## src/rtl/core/clli_ram.sv

```systemverilog
module clli_ram #(
    parameter int P_WIDTH = 32,
    parameter int P_DEPTH = 128
) (
    input  logic                       i_clk,
    input  logic                       i_wr_en,
    input  logic [$clog2(P_DEPTH)-1:0] i_wr_addr,
    input  logic [P_WIDTH-1:0]         i_wr_data,
    input  logic [$clog2(P_DEPTH)-1:0] i_rd_addr,
    output logic [P_WIDTH-1:0]         o_rd_data
);

    logic [P_WIDTH-1:0] r_mem [P_DEPTH];
    logic [P_WIDTH-1:0] r_rd_data;

    always_ff @(posedge i_clk) begin
        if (i_wr_en) begin
            r_mem[i_wr_addr] <= i_wr_data;
        end
    end

    always_ff @(posedge i_clk) begin
        r_rd_data <= r_mem[i_rd_addr];
    end

    assign o_rd_data = r_rd_data;

endmodule

```

## config.mk

```make
export PLATFORM = sky130hd
export DESIGN_NAME = clli_ram
export DESIGN_NICKNAME = d
export VERILOG_FILES = /design/src/rtl/core/clli_ram.sv
export SDC_FILE = /design/constraint.sdc
export NUM_CORES = 2
export LEC_CHECK = 0
export BUFFER_PORTS_ARGS = -buffer_cell sky130_fd_sc_hd__buf_4
export CAP_MARGIN = 0
export CORE_ASPECT_RATIO = 1.2
export CORE_MARGIN = 5
export CORE_UTILIZATION = 60
export CTS_BUF_LIST = sky130_fd_sc_hd__clkbuf_4 sky130_fd_sc_hd__clkbuf_8
export CTS_CLUSTER_DIAMETER = 200
export DETAILED_ROUTE_END_ITERATION = 6
export PLACE_DENSITY_LB_ADDON = 0.05
export SLEW_MARGIN = 20
export SYNTH_ARGS = -nofsm -noshare
export SYNTH_HDL_FRONTEND = slang
export SYNTH_SLANG_ARGS = --single-unit
export TNS_END_PERCENT = 100
```

## constraint.sdc

```tcl
create_clock -name i_clk -period 6.7 [get_ports i_clk]
set_input_delay 0.67 -clock i_clk [delete_from_list [all_inputs] [get_ports i_clk]]
set_output_delay 0.67 -clock i_clk [all_outputs]
set_load 0.02 [all_outputs]
```

==> flow_metrics.tcl <==
set metrics [dict create \
    status "finished, final reports clean" \
    place_inst 9418 \
    grt_pass1_wl_um 582800 \
    r2r.worst_path.cells 4 \
    layout_setup_ws_ns 3.274 \
    synth_cell_types 17 \
    antenna_left 0 \
    nets 6681 \
    yosys_register_bits 4128 \
    rows 205 \
    fin_area_um2 175100 \
    cp-end-kind "flip-flop" \
    crit_slowest_cell "buf_8" \
    tns_ns 0 \
    dr.pass1.iters 5 \
    grt_max_degree 98 \
    hold_buffers 0 \
    slew_headroom_pct 21.54 \
    cts_max_path_buffers 4 \
    drive_above_1_share_pct 39.27 \
    start_kind "input pin" \
    synth_area_per_cell_um2 26.09 \
    crit_type "input pin to flip-flop" \
    slowest_delay_ns 0.67 \
    crit-reg2reg-capture "o_rd_data[15]$_DFF_P_" \
    hold_class "input pin to flip-flop" \
    drtIter0Drc 10678 \
    cp_num_buf_inv 3 \
    p_leak_uw 0.05400 \
    syn_area_um2 156300 \
    p_per_area_nw_per_um2 292.8 \
    hpwl_um 237600 \
    critical_path.cell_chain "buf_8 -> buf_12 -> buf_4 -> mux4_2 -> mux4_2 -> mux4_2 -> mux2_2" \
    antenna_found_initial 68 \
    synth_nets 6038 \
    die_x_um 475.9 \
    post_dp_cell_area_um2 163200 \
    yosysTopAreaCell "edfxtp_1" \
    reg2reg_slack_ns 3.95 \
    final_max_slew_viol_count 0 \
    worstPathArrival_ns 4.38 \
    dpl_worst_slack_ns 2.266 \
    ios 80 \
    cts_made_buffers 627 \
    crit_top_cell "mux4_2" \
    wl_per_cell_um 39.93 \
    grt_use_total_pct 31.55 \
    numPortBuffers 79 \
    min_to "r_mem[38][14]$_DFFE_PP_" \
    dieArea_um2 270800 \
    vias 72788 \
    cp_data_required_time_ns 7.65 \
    finalCritPeriodShare_pct 51.14 \
    syn2layout_area_growth_pct 12.05 \
    drv_cap 0 \
    final_hold_viol_count 0 \
    clk_pin_slew_worst_paths_ns 0.06 \
    yosys_warnings 0 \
    critPathTopFamily "multiplexers" \
    cts_sinks 4128 \
    cts_htree_levels 6 \
    stdcell_count 10561 \
    synth_cells 5990 \
    grt_pass1_vias 73355 \
    fin_crit_ns 3.426 \
    clock.fmax_mhz 291.8 \
    grt-ovfl-total 0 \
    cts_tree "built" \
    r2r_start "r_mem[55][15]$_DFFE_PP_" \
    die_h_um 569.1 \
    synth.top_cells.by_area "edfxtp_1 79%, mux4_2 19%, clkbuf_1 0.44%" \
    clock_latency_ns 1.07 \
    cts.repair.resized 0 \
    viasPerCell 6.892 \
    root_buffer "clkbuf_8" \
    ir_drop_v 0.0002361 \
    hold_path_depth 1 \
    drt_wl_total_um 421700 \
    place_congestion 0.8195 \
    worstHoldStart "i_wr_data[14]" \
    post_cts_buffers 0 \
    start_util_pct 60.20 \
    finalPower_uw 51280 \
    yosysSeqAreaShare_pct 79.12 \
    grt_setup_unrepaired "false" \
    drc 0 \
    fin_worst_skew_ns 0.06205 \
    netlist.area_leader.share_pct 78.71 \
    setup_violations 0 \
    worst_slew_pin_slew_ns 1.177 \
    core_area_um2 259600 \
    critPathMaxFanout 78 \
]
## synthesized netlist by cell type, drive strengths merged
master,number
edfxtp,4096
nand4,3
mux4,1344
clkbuf,182
nand2,14
nand2b,2
nand3,12
buf,134
or3,1
mux2,32
nor2,122
nor2b,7
nor3,9
dfxtp,32
## cell usage in the layout, fill, tap and decap left out
cell type   instances
buf_12             35
buf_16              5
buf_4             286
buf_6               1
buf_8               3
bufinv_16           1
clkbuf_4          220
clkbuf_8          658
clkinv_1          155
clkinv_2           41
clkinvlp_4         23
dfxtp_1            32
diode_2            36
edfxtp_1         4096
inv_6               7
inv_8               1
mux2_2             32
mux4_2           1344
nand2_1            11
nand2_2             3
nand2b_1            2
nand3_1             8
nand3_2             4
nand4_1             3
nor2_1              3
nor2_4            119
nor2b_1             7
nor3_2              9
or3_1               1
## final cells by class
class / instances / area, um2
diodes: 36 / 90.09
clock buffers: 878 / 10710
clock inverters: 228 / 1062
fillers: 15987 / 84470
multi-input cells: 1546 / 32290
flip-flops and latches: 4128 / 123600
well taps: 3415 / 4273
repair buffers: 330 / 3042
## metal layers
metal	track usage, %	routed length [um]	vias up
li1	-	-	27816
met1	44.15	153700	39923
met4	10.64	14770	24
met2	50.61	209300	4356
met3	6.943	43820	669
met5	0.2158	207	-
## how the worst max path moves through the flow
| stage | cells past startpoint | end | slack, ns | from |
|---|---|---|---|---|
| after floorplan | 3 | r_mem[98][0]$_DFFE_PP_ | 2.79 | i_wr_en |
| after global placement | 7 | o_rd_data[28]$_DFF_P_ | 2.25 | i_rd_addr[0] |
| after detailed placement | 7 | o_rd_data[28]$_DFF_P_ | 2.27 | i_rd_addr[0] |
| after CTS | 7 | o_rd_data[8]$_DFF_P_ | 3.41 | i_rd_addr[2] |
| after global routing | 7 | o_rd_data[8]$_DFF_P_ | 3.29 | i_rd_addr[2] |
| final | 7 | o_rd_data[8]$_DFF_P_ | 3.27 | i_rd_addr[2] |
## cell families after synthesis
| group | count (synthesis) | share of synthesized area, % |
|---|---|---|
| buffers and inverters | 316 | 0.8391 |
| and+or+nand+nor | 170 | 0.4460 |
| DFF | 4128 | 79.12 |
| muxes | 1376 | 19.60 |
## worst register-to-register path, stage by stage (launching register included)
cell and delay, ns:
edfxtp_1 0.37, mux4_2 0.49, mux4_2 0.67, mux4_2 0.75
mux2_2 0.36
## flip-flops by register name, indices dropped and copies added (netlist names)
register	count
o_rd_data	32
r_mem	4096
## stage by stage
| step | util [%] | hold slack [ns] |
|---|---|---|
| 2_1_floorplan | - | 0.7689 |
| 3_3_place_gp | 62.84 | 1.111 |
| 3_5_place_dp | 62.88 | 1.122 |
| 4_1_cts | 67.41 | 0.02957 |
| 5_1_grt | 67.43 | 0.09119 |
| 6_report | 67.46 | 0.1204 |
## report_power, final
part / internal [uW] / total [uW] / switching, uW / leakage [uW]
Sequential: 28500 / 28700 / 132 / 0.0371
Combinational: 1060 / 2870 / 1810 / 0.0107
Clock: 10300 / 19700 / 9420 / 0.00620
No activity file was read; power rests on OpenSTA's default activity.
