**src/rtl/core/clli_pkg.sv**
```systemverilog
package clli_pkg;

    // Array geometry. Entry FREE_HEAD heads the free chain, entry LIST_HEAD
    // heads the data list, and a cursor of zero ends either chain.
    localparam int DEPTH     = 128;
    localparam int PTR_W     = $clog2(DEPTH);
    localparam int POS_W     = 7;
    localparam int LEN_W     = 7;
    localparam int VAL_W     = 32;
    localparam int STAT_W    = 2;
    localparam int CMP_W     = ((PTR_W > POS_W) ? PTR_W : POS_W) + 1;

    typedef logic [PTR_W-1:0] t_ptr;

    localparam t_ptr FREE_HEAD = t_ptr'(0);
    localparam t_ptr LIST_HEAD = t_ptr'(DEPTH - 1);
    localparam t_ptr FREE_LAST = t_ptr'(DEPTH - 2);
    localparam t_ptr CNT_MAX   = t_ptr'(DEPTH - 2);

    typedef enum logic {
        CMD_INSERT = 1'b0,
        CMD_READ   = 1'b1
    } t_cmd;

    typedef enum logic [STAT_W-1:0] {
        STAT_OK    = 2'd0,
        STAT_RANGE = 2'd1,
        STAT_FULL  = 2'd2
    } t_status;

    typedef enum logic [3:0] {
        S_INIT,
        S_IDLE,
        S_FRESH,
        S_FRESH_NEXT,
        S_WALK,
        S_LAST,
        S_LINK_FREE,
        S_LINK_PRED,
        S_RESULT
    } t_state;

    typedef struct packed {
        logic wr_en;
        t_ptr wr_addr;
        t_ptr wr_data;
        t_ptr rd_addr;
    } t_link_req;

    typedef struct packed {
        logic              wr_en;
        t_ptr              wr_addr;
        logic [VAL_W-1:0]  wr_data;
        t_ptr              rd_addr;
    } t_elem_req;

endpackage

```
**src/rtl/core/clli_if.sv**
```systemverilog
interface clli_cmd_if import clli_pkg::*; ();
    logic                     valid;
    logic                     ready;
    logic                     command;
    logic [POS_W-1:0]         position;
    logic signed [VAL_W-1:0]  value;

    modport source (output valid, output command, output position, output value,
                    input ready);
    modport sink   (input valid, input command, input position, input value,
                    output ready);
endinterface

interface clli_rsp_if import clli_pkg::*; ();
    logic                     valid;
    logic                     ready;
    logic [STAT_W-1:0]        status;
    logic signed [VAL_W-1:0]  read_value;
    logic [LEN_W-1:0]         length;

    modport source (output valid, output status, output read_value, output length,
                    input ready);
    modport sink   (input valid, input status, input read_value, input length,
                    output ready);
endinterface

```
**src/rtl/core/clli_ctrl.sv**
```systemverilog
module clli_ctrl import clli_pkg::*; (
    input  logic                    i_clk,
    input  logic                    i_rst_n,
    clli_cmd_if.sink                i_cmd,
    clli_rsp_if.source              o_rsp,
    output t_link_req               o_link_req,
    input  t_ptr                    i_link_rd_data,
    output t_elem_req               o_elem_req,
    input  logic [VAL_W-1:0]        i_elem_rd_data
);

    t_state               r_state, n_state;
    t_ptr                 r_init_idx;
    t_ptr                 r_count;
    t_cmd                 r_cmd;
    logic [POS_W-1:0]     r_pos;
    logic [VAL_W-1:0]     r_value;
    t_ptr                 r_fresh;
    t_ptr                 r_nf;
    t_ptr                 r_cur;
    logic [POS_W-1:0]     r_steps;
    t_status              r_status;
    logic [VAL_W-1:0]     r_rval;

    logic                 r_out_valid;
    t_status              r_out_status;
    logic [VAL_W-1:0]     r_out_rval;
    logic [LEN_W-1:0]     r_out_len;

    logic                 accept;
    logic                 out_free;
    t_cmd                 in_cmd;
    logic [CMP_W-1:0]     pos_ext;
    logic [CMP_W-1:0]     cnt_ext;
    logic                 ins_ok;
    logic                 rd_ok;
    logic                 no_free;

    assign i_cmd.ready = (r_state == S_IDLE);
    assign accept      = i_cmd.valid && i_cmd.ready;
    assign out_free    = !r_out_valid || o_rsp.ready;
    assign in_cmd      = t_cmd'(i_cmd.command);
    assign pos_ext     = CMP_W'(i_cmd.position);
    assign cnt_ext     = CMP_W'(r_count);
    assign ins_ok      = (i_cmd.position != '0) && (pos_ext <= cnt_ext + CMP_W'(1));
    assign rd_ok       = (i_cmd.position != '0) && (pos_ext <= cnt_ext);
    assign no_free     = (i_link_rd_data == FREE_HEAD) || (i_link_rd_data == LIST_HEAD);

    // Next state.
    always_comb begin
        n_state = r_state;
        case (r_state)
            S_INIT: begin
                if (r_init_idx == LIST_HEAD) begin
                    n_state = S_IDLE;
                end
            end
            S_IDLE: begin
                if (accept) begin
                    if (in_cmd == CMD_READ) begin
                        n_state = rd_ok ? S_WALK : S_RESULT;
                    end else begin
                        n_state = ins_ok ? S_FRESH : S_RESULT;
                    end
                end
            end
            S_FRESH: begin
                n_state = no_free ? S_RESULT : S_FRESH_NEXT;
            end
            S_FRESH_NEXT: begin
                n_state = (r_pos == POS_W'(1)) ? S_LAST : S_WALK;
            end
            S_WALK: begin
                if (r_steps == POS_W'(1)) begin
                    n_state = S_LAST;
                end
            end
            S_LAST: begin
                n_state = (r_cmd == CMD_READ) ? S_RESULT : S_LINK_FREE;
            end
            S_LINK_FREE: begin
                n_state = S_LINK_PRED;
            end
            S_LINK_PRED: begin
                n_state = S_RESULT;
            end
            S_RESULT: begin
                if (out_free) begin
                    n_state = S_IDLE;
                end
            end
            default: begin
                n_state = S_INIT;
            end
        endcase
    end

    // Memory requests. The element store shares the read address of the
    // cursor memory, so the value of the last entry walked arrives with its
    // cursor.
    always_comb begin
        o_link_req = '0;
        o_elem_req = '0;
        case (r_state)
            S_INIT: begin
                o_link_req.wr_en   = 1'b1;
                o_link_req.wr_addr = r_init_idx;
                o_link_req.wr_data = (r_init_idx >= FREE_LAST) ? FREE_HEAD
                                                                : r_init_idx + t_ptr'(1);
            end
            S_IDLE: begin
                o_link_req.rd_addr = (in_cmd == CMD_INSERT) ? FREE_HEAD : LIST_HEAD;
            end
            S_FRESH: begin
                o_link_req.rd_addr = i_link_rd_data;
            end
            S_FRESH_NEXT: begin
                o_link_req.rd_addr = LIST_HEAD;
            end
            S_WALK: begin
                o_link_req.rd_addr = i_link_rd_data;
            end
            S_LAST: begin
                if (r_cmd == CMD_INSERT) begin
                    o_link_req.wr_en   = 1'b1;
                    o_link_req.wr_addr = r_fresh;
                    o_link_req.wr_data = i_link_rd_data;
                    o_elem_req.wr_en   = 1'b1;
                    o_elem_req.wr_addr = r_fresh;
                    o_elem_req.wr_data = r_value;
                end
            end
            S_LINK_FREE: begin
                o_link_req.wr_en   = 1'b1;
                o_link_req.wr_addr = FREE_HEAD;
                o_link_req.wr_data = r_nf;
            end
            S_LINK_PRED: begin
                o_link_req.wr_en   = 1'b1;
                o_link_req.wr_addr = r_cur;
                o_link_req.wr_data = r_fresh;
            end
            default: begin
                o_link_req = '0;
            end
        endcase
        o_elem_req.rd_addr = o_link_req.rd_addr;
    end

    always_ff @(posedge i_clk) begin
        if (!i_rst_n) begin
            r_state     <= S_INIT;
            r_init_idx  <= '0;
            r_count     <= '0;
            r_out_valid <= 1'b0;
        end else begin
            r_state <= n_state;
            if (r_state == S_INIT) begin
                r_init_idx <= r_init_idx + t_ptr'(1);
            end
            if (r_state == S_LINK_PRED) begin
                r_count <= r_count + t_ptr'(1);
            end
            if (r_state == S_RESULT && out_free) begin
                r_out_valid <= 1'b1;
            end else if (o_rsp.ready) begin
                r_out_valid <= 1'b0;
            end
        end
    end

    // Working registers of the current item.
    always_ff @(posedge i_clk) begin
        case (r_state)
            S_IDLE: begin
                r_cmd   <= in_cmd;
                r_pos   <= i_cmd.position;
                r_value <= i_cmd.value;
                r_cur   <= LIST_HEAD;
                r_steps <= i_cmd.position;
                r_status <= STAT_RANGE;
                r_rval   <= '0;
            end
            S_FRESH: begin
                r_fresh  <= i_link_rd_data;
                r_status <= STAT_FULL;
            end
            S_FRESH_NEXT: begin
                r_nf    <= i_link_rd_data;
                r_cur   <= LIST_HEAD;
                r_steps <= r_pos - POS_W'(1);
            end
            S_WALK: begin
                r_cur   <= i_link_rd_data;
                r_steps <= r_steps - POS_W'(1);
            end
            S_LAST: begin
                r_status <= STAT_OK;
                if (r_cmd == CMD_READ) begin
                    r_rval <= i_elem_rd_data;
                end
            end
            default: begin
            end
        endcase
        if (r_state == S_RESULT && out_free) begin
            r_out_status <= r_status;
            r_out_rval   <= r_rval;
            r_out_len    <= LEN_W'(r_count);
        end
    end

    assign o_rsp.valid      = r_out_valid;
    assign o_rsp.status     = r_out_status;
    assign o_rsp.read_value = r_out_rval;
    assign o_rsp.length     = r_out_len;

    a_count_bound: assert property (@(posedge i_clk) disable iff (!i_rst_n)
        r_count <= CNT_MAX)
        else $error("element count exceeds capacity");

    a_walk_in_list: assert property (@(posedge i_clk) disable iff (!i_rst_n)
        (r_state == S_WALK) |-> (i_link_rd_data != FREE_HEAD))
        else $error("walk ran off the end of the list");

    a_count_step: assert property (@(posedge i_clk) disable iff (!i_rst_n)
        (r_state == S_LINK_PRED) |=> (r_count == $past(r_count) + t_ptr'(1)))
        else $error("count did not advance after a splice");

    a_write_window: assert property (@(posedge i_clk) disable iff (!i_rst_n)
        (r_state != S_INIT && r_state != S_LAST && r_state != S_LINK_FREE
         && r_state != S_LINK_PRED) |-> !o_link_req.wr_en)
        else $error("cursor write outside init or splice");

endmodule

```
**src/flat_wrapper.sv**
```systemverilog
// flat-port wrapper written by rule: the top's interface ports become plain ports
module clli_ctrl_flat import clli_pkg::*;
  (i_clk, i_rst_n, o_link_req, i_link_rd_data, o_elem_req, i_elem_rd_data, i_cmd_valid, i_cmd_command, i_cmd_position, i_cmd_value, i_cmd_ready, o_rsp_valid, o_rsp_status, o_rsp_read_value, o_rsp_length, o_rsp_ready);
  clli_cmd_if i_cmd_i ();
  clli_rsp_if o_rsp_i ();
  input  logic i_clk;
  input  logic i_rst_n;
  output t_link_req o_link_req;
  input  t_ptr i_link_rd_data;
  output t_elem_req o_elem_req;
  input  logic [VAL_W-1:0] i_elem_rd_data;
  input wire logic [$bits(i_cmd_i.valid)-1:0] i_cmd_valid;
  input wire logic [$bits(i_cmd_i.command)-1:0] i_cmd_command;
  input wire logic [$bits(i_cmd_i.position)-1:0] i_cmd_position;
  input wire logic [$bits(i_cmd_i.value)-1:0] i_cmd_value;
  output wire logic [$bits(i_cmd_i.ready)-1:0] i_cmd_ready;
  output wire logic [$bits(o_rsp_i.valid)-1:0] o_rsp_valid;
  output wire logic [$bits(o_rsp_i.status)-1:0] o_rsp_status;
  output wire logic [$bits(o_rsp_i.read_value)-1:0] o_rsp_read_value;
  output wire logic [$bits(o_rsp_i.length)-1:0] o_rsp_length;
  input wire logic [$bits(o_rsp_i.ready)-1:0] o_rsp_ready;
  assign i_cmd_i.valid = i_cmd_valid;
  assign i_cmd_i.command = i_cmd_command;
  assign i_cmd_i.position = i_cmd_position;
  assign i_cmd_i.value = i_cmd_value;
  assign i_cmd_ready = i_cmd_i.ready;
  assign o_rsp_valid = o_rsp_i.valid;
  assign o_rsp_status = o_rsp_i.status;
  assign o_rsp_read_value = o_rsp_i.read_value;
  assign o_rsp_length = o_rsp_i.length;
  assign o_rsp_i.ready = o_rsp_ready;
  clli_ctrl u_core (.i_clk(i_clk), .i_rst_n(i_rst_n), .i_cmd(i_cmd_i), .o_rsp(o_rsp_i), .o_link_req(o_link_req), .i_link_rd_data(i_link_rd_data), .o_elem_req(o_elem_req), .i_elem_rd_data(i_elem_rd_data));
endmodule
```
**config.mk**
```make
export PLATFORM = sky130hd
export DESIGN_NAME = clli_ctrl_flat
export DESIGN_NICKNAME = d
export VERILOG_FILES = /design/src/rtl/core/clli_pkg.sv /design/src/rtl/core/clli_if.sv /design/src/rtl/core/clli_ctrl.sv /design/src/flat_wrapper.sv
export SDC_FILE = /design/constraint.sdc
export NUM_CORES = 1
export LEC_CHECK = 0
export ABC_AREA = 0
export CAP_MARGIN = 30
export CORE_ASPECT_RATIO = 0.5
export CORE_UTILIZATION = 35
export DETAILED_ROUTE_END_ITERATION = 7
export DONT_BUFFER_PORTS = 1
export GPL_ROUTABILITY_DRIVEN = 0
export SYNTH_ARGS = -nofsm -noshare
export SYNTH_HDL_FRONTEND = slang
export SYNTH_SLANG_ARGS = --single-unit
```
**constraint.sdc**
```tcl
create_clock -name i_clk -period 6.75 [get_ports i_clk]
set_input_delay 0.675 -clock i_clk [delete_from_list [all_inputs] [get_ports i_clk]]
set_output_delay 0.675 -clock i_clk [all_outputs]
set_load 0.05 [all_outputs]
```
==> impl_metrics.csv <==
group,metric,value,unit
run_status,outcome,"finished clean",
sta,tightest_slew,1.02,ns
synthesis,yosys.area.top_type,"edfxtp_1",
synthesis,syn-num-nets,643,
final_layout,drive_gt1_frac,0.105,
floorplan,die_area,0.0211,mm2
worst_hold_path,hold_path.startpoint,"i_cmd_value[23]",
critical_path,crit_buf_inv,0,
placed_design,placed_cell_area,0.00742,mm2
critical_path,cpLargestDelayFamily,"simple AND/OR/NAND/NOR gates",
final_layout,post-route-cell-area,0.00801,mm2
sta,fin_crit,4.22,ns
final_layout,insertedDiodeCount,0,
critical_path,end_kind,"output port",
floorplan,core-area,0.0198,mm2
detailed_routing,drc,0,
critical_path,reg2reg_setup_slack,3.87,ns
cts,cts_hold_buf,0,
flow_run,max-cap-violations,0,
critical_path,max_stage_delay,0.89,ns
grt,grt_use_total,0.156,
detailed_routing,drt_iter0_markers,352,
synthesis,syn_area_per_cell,13.3,um2
detailed_routing,antenna_left,0,
power,p_leak,2.94,nW
detailed_routing,num_vias,4288,
floorplan,start_util,0.363,
synthesis,synth_flop_cell,"edfxtp_1",
grt,grtUsageMet1,0.211,
synthesis,ys_ff_latch,162,
final_layout,fillers,1810,
grt,busiest_layer,"met2",
cts,clkTransAtPathRegs,0.07,ns
placed_design,hpwl,11600,um
worst_hold_path,holdPathEnd,"u_core.r_value[23]$_DFFE_PP_",
critical_path,start_kind,"register",
final_layout,multiInputGateArea,0.00227,mm2
grt,grt_use_met3,0.0539,
final_layout,regArea,0.00467,mm2
sta,slew_viol_final,0,
cts,max-clock-path-buffers,2,
critical_path,critical_path_arrival,3.55,ns
floorplan,rows,36,
placed_design,dp_cells,786,
grt,grt_pass1_wl,24000,um
detailed_routing,drt-pass1-iter-count,5,
critical_path,crit_path_max_fanout,33,
critical_path,rr_worst_depth,7,
critical_path,cpMostUsedCell,"nand2_1",
cts,cts_made_buffers,17,
grt,grt_max_degree,44,
final_layout,nNetsFinal,643,
worst_hold_path,worstHoldPathType,"in2reg",
cts,htree_levels,4,
sta,timing.slew.headroom,0.320,
placed_design,io_buffers,0,
grt,first_global_vias,4062,
sta,hold_violations,0,
critical_path,crit_required,6.07,ns
synthesis,synthArstFlopShare,0,
final_layout,finalNonFillerCells,818,
synthesis,syn_area,0.00717,mm2
sta,grt_setup_unrepaired,"no",
sta,finalSetupViolCount,0,
synthesis,synth_edf_count,143,
synthesis,synthTopCellsByArea,"edfxtp_1 60%, dfxtp_1 5.3%, and2_1 4.1%, ha_1 3.7%, and3_1 2.9%",
cts,root_buffer,"clkbuf_16",
power,powerDensity,262,mW/mm2
sta,finalCritPeriodShare,0.626,
detailed_routing,wirelength,16600,um
synthesis,synthCells,539,
floorplan,io_pins,195,
floorplan,fp.dieH,103,um
cts,clock_sinks,162,
synthesis,yosysMostFrequentCell,"edfxtp_1",
critical_path,cp_slowest_cell,"and2b_1",
synthesis,synth_warnings,0,
sta,clock.fmax,237,MHz
detailed_routing,wire_per_inst,20.3,um
cts,post_cts_buffers,0,
synthesis,synth_top_cell_area_share,0.599,
floorplan,die_x,204,um
cts,cts.repair.resized,0,
critical_path,cp_cell_sequence,"and2b_1 -> nand2_1 -> nand2_1 -> a21o_1",
synthesis,ys_top_cells_by_count,"143 x edfxtp_1, 47 x and2_1, 33 x and3_1, 33 x nand2_1, 21 x ha_1",
cts,clk_latency,0.43,ns
cts,cts_tree,"yes",
sta,skew,0.00895,ns
synthesis,ys_types,57,
grt,antenna_found_initial,0,
detailed_routing,vias_per_cell,5.24,
power,peakVddDrop,159,uV
synthesis,synth-seq-area-share,0.652,
critical_path,reg2reg_from,"u_core.r_state[0]$_SDFFE_PN0P_",
grt,gr-total-overflow,0,
worst_hold_path,hold_depth,0,
critical_path,worst_r2r_endpoint,"u_core.r_state[2]$_SDFFE_PN0P_",
grt,use_met2,0.240,
critical_path,path_class,"reg2out",
sta,tns,0,ns
final_layout,syn2layout_area_growth,11.7,%
==> metal layers <==
layer  routed length (um)  vias to the layer above
met5                    0                        -
met3                  890                       11
li1                     -                     2003
met1                 7720                     2168
met2                 7870                      106
met4                  159                        0
==> logic make-up after synthesis <==
| group | synth area share |
|---|---|
| AO/OA/AOI/OAI | 0.0829 |
| AND/OR/NAND/NOR | 0.163 |
| buffers and inverters | 0.0328 |
| flip-flops | 0.652 |
| XOR/XNOR | 0.0330 |
| adder cells (fa/ha/maj) | 0.0367 |
==> flip-flops by register name, summed over array words and instances (netlist names), 2 cells and up <==
signal and count:
u_core.o_rsp.read_value 32, u_core.r_count 7, u_core.r_value 32, u_core.r_rval 32
u_core.r_fresh 7, u_core.r_init_idx 7, u_core.r_state 4, u_core.r_steps 7
u_core.o_rsp.length 7, u_core.r_cur 7, u_core.o_rsp.status 2, u_core.r_status 2
u_core.r_nf 7, u_core.r_pos 7
==> layout make-up <==
| type | instances | area share |
|---|---|---|
| flip-flops and latches | 162 | 0.584 |
| inverters | 19 | 0.00891 |
| multi-input cells | 330 | 0.284 |
| repair buffers | 9 | 0.00844 |
| well taps | 266 | 0.0416 |
| clock inverters | 15 | 0.0203 |
| clock buffers | 17 | 0.0531 |
==> cells in the final DEF, fill, tap and decap left out, types with 4 or more instances in the layout <==
master     synthesis  routed
a22oi_1            4       4
xor2_1             8       8
nor3_1             8       8
nand2_1           33      33
or3_1              6       6
and2_1            47      47
inv_6              0       4
clkbuf_16          0      17
a221o_1            7       7
nor2b_1            6       5
o21ai_1            2       9
and3_1            33      33
buf_4              9       9
nand3_1           11      11
edfxtp_1         143     143
ha_1              21      21
dfxtp_1           19      19
nand2b_1           8       8
inv_1             18      17
inv_8              0       6
a21o_1             8       8
xnor2_1           19      19
nor2_1            17      17
a222oi_1           7       7
o211ai_1           5       5
a21oi_1           14      14
o21ai_0           20      13
==> power by group <==
group	internal [W]	switching, W
clock	0.000528	0.000445
sequential	0.00108	0.00000307
combinational	0.0000149	0.0000266
==> worst reg2reg max path, delay by kind of cell, from the launching register on <==
kind,cells,cell delay [ns]
AOI/OAI and AO/OA,2,0.17
buffers and inverters,2,0.70
DFF,1,0.56
and+or+nand+nor,3,1.37
==> per-stage QoR <==
stage / setup slack (ns) / hold WS (ns) / util / power (W)
final: 2.53 / 0.333 / 0.405 / 0.00210
after global routing: 2.27 / 0.300 / 0.405 / 0.00217
after CTS: 2.47 / 0.311 / 0.405 / 0.00212
after detailed placement: 2.95 / 0.405 / 0.375 / 0.00115
after global placement: 3.10 / 0.402 / 0.374 / 0.00115
after floorplan: 3.16 / 0.400 / - / 0.00114
==> worst max path at each step <==
stage,slack (ns),start,end,depth (start not counted)
after floorplan,3.16,u_core.r_state[3]$_SDFFE_PN0P_,o_link_req[0],9
after global placement,3.10,u_core.r_state[2]$_SDFFE_PN0P_,o_link_req[5],4
after detailed placement,2.95,u_core.r_state[2]$_SDFFE_PN0P_,o_link_req[5],4
after CTS,2.47,u_core.r_state[2]$_SDFFE_PN0P_,o_link_req[5],4
after global routing,2.27,u_core.r_state[2]$_SDFFE_PN0P_,o_link_req[5],4
final,2.53,u_core.r_state[2]$_SDFFE_PN0P_,o_link_req[5],4
Note: power is estimated with default switching activity, not from simulation.
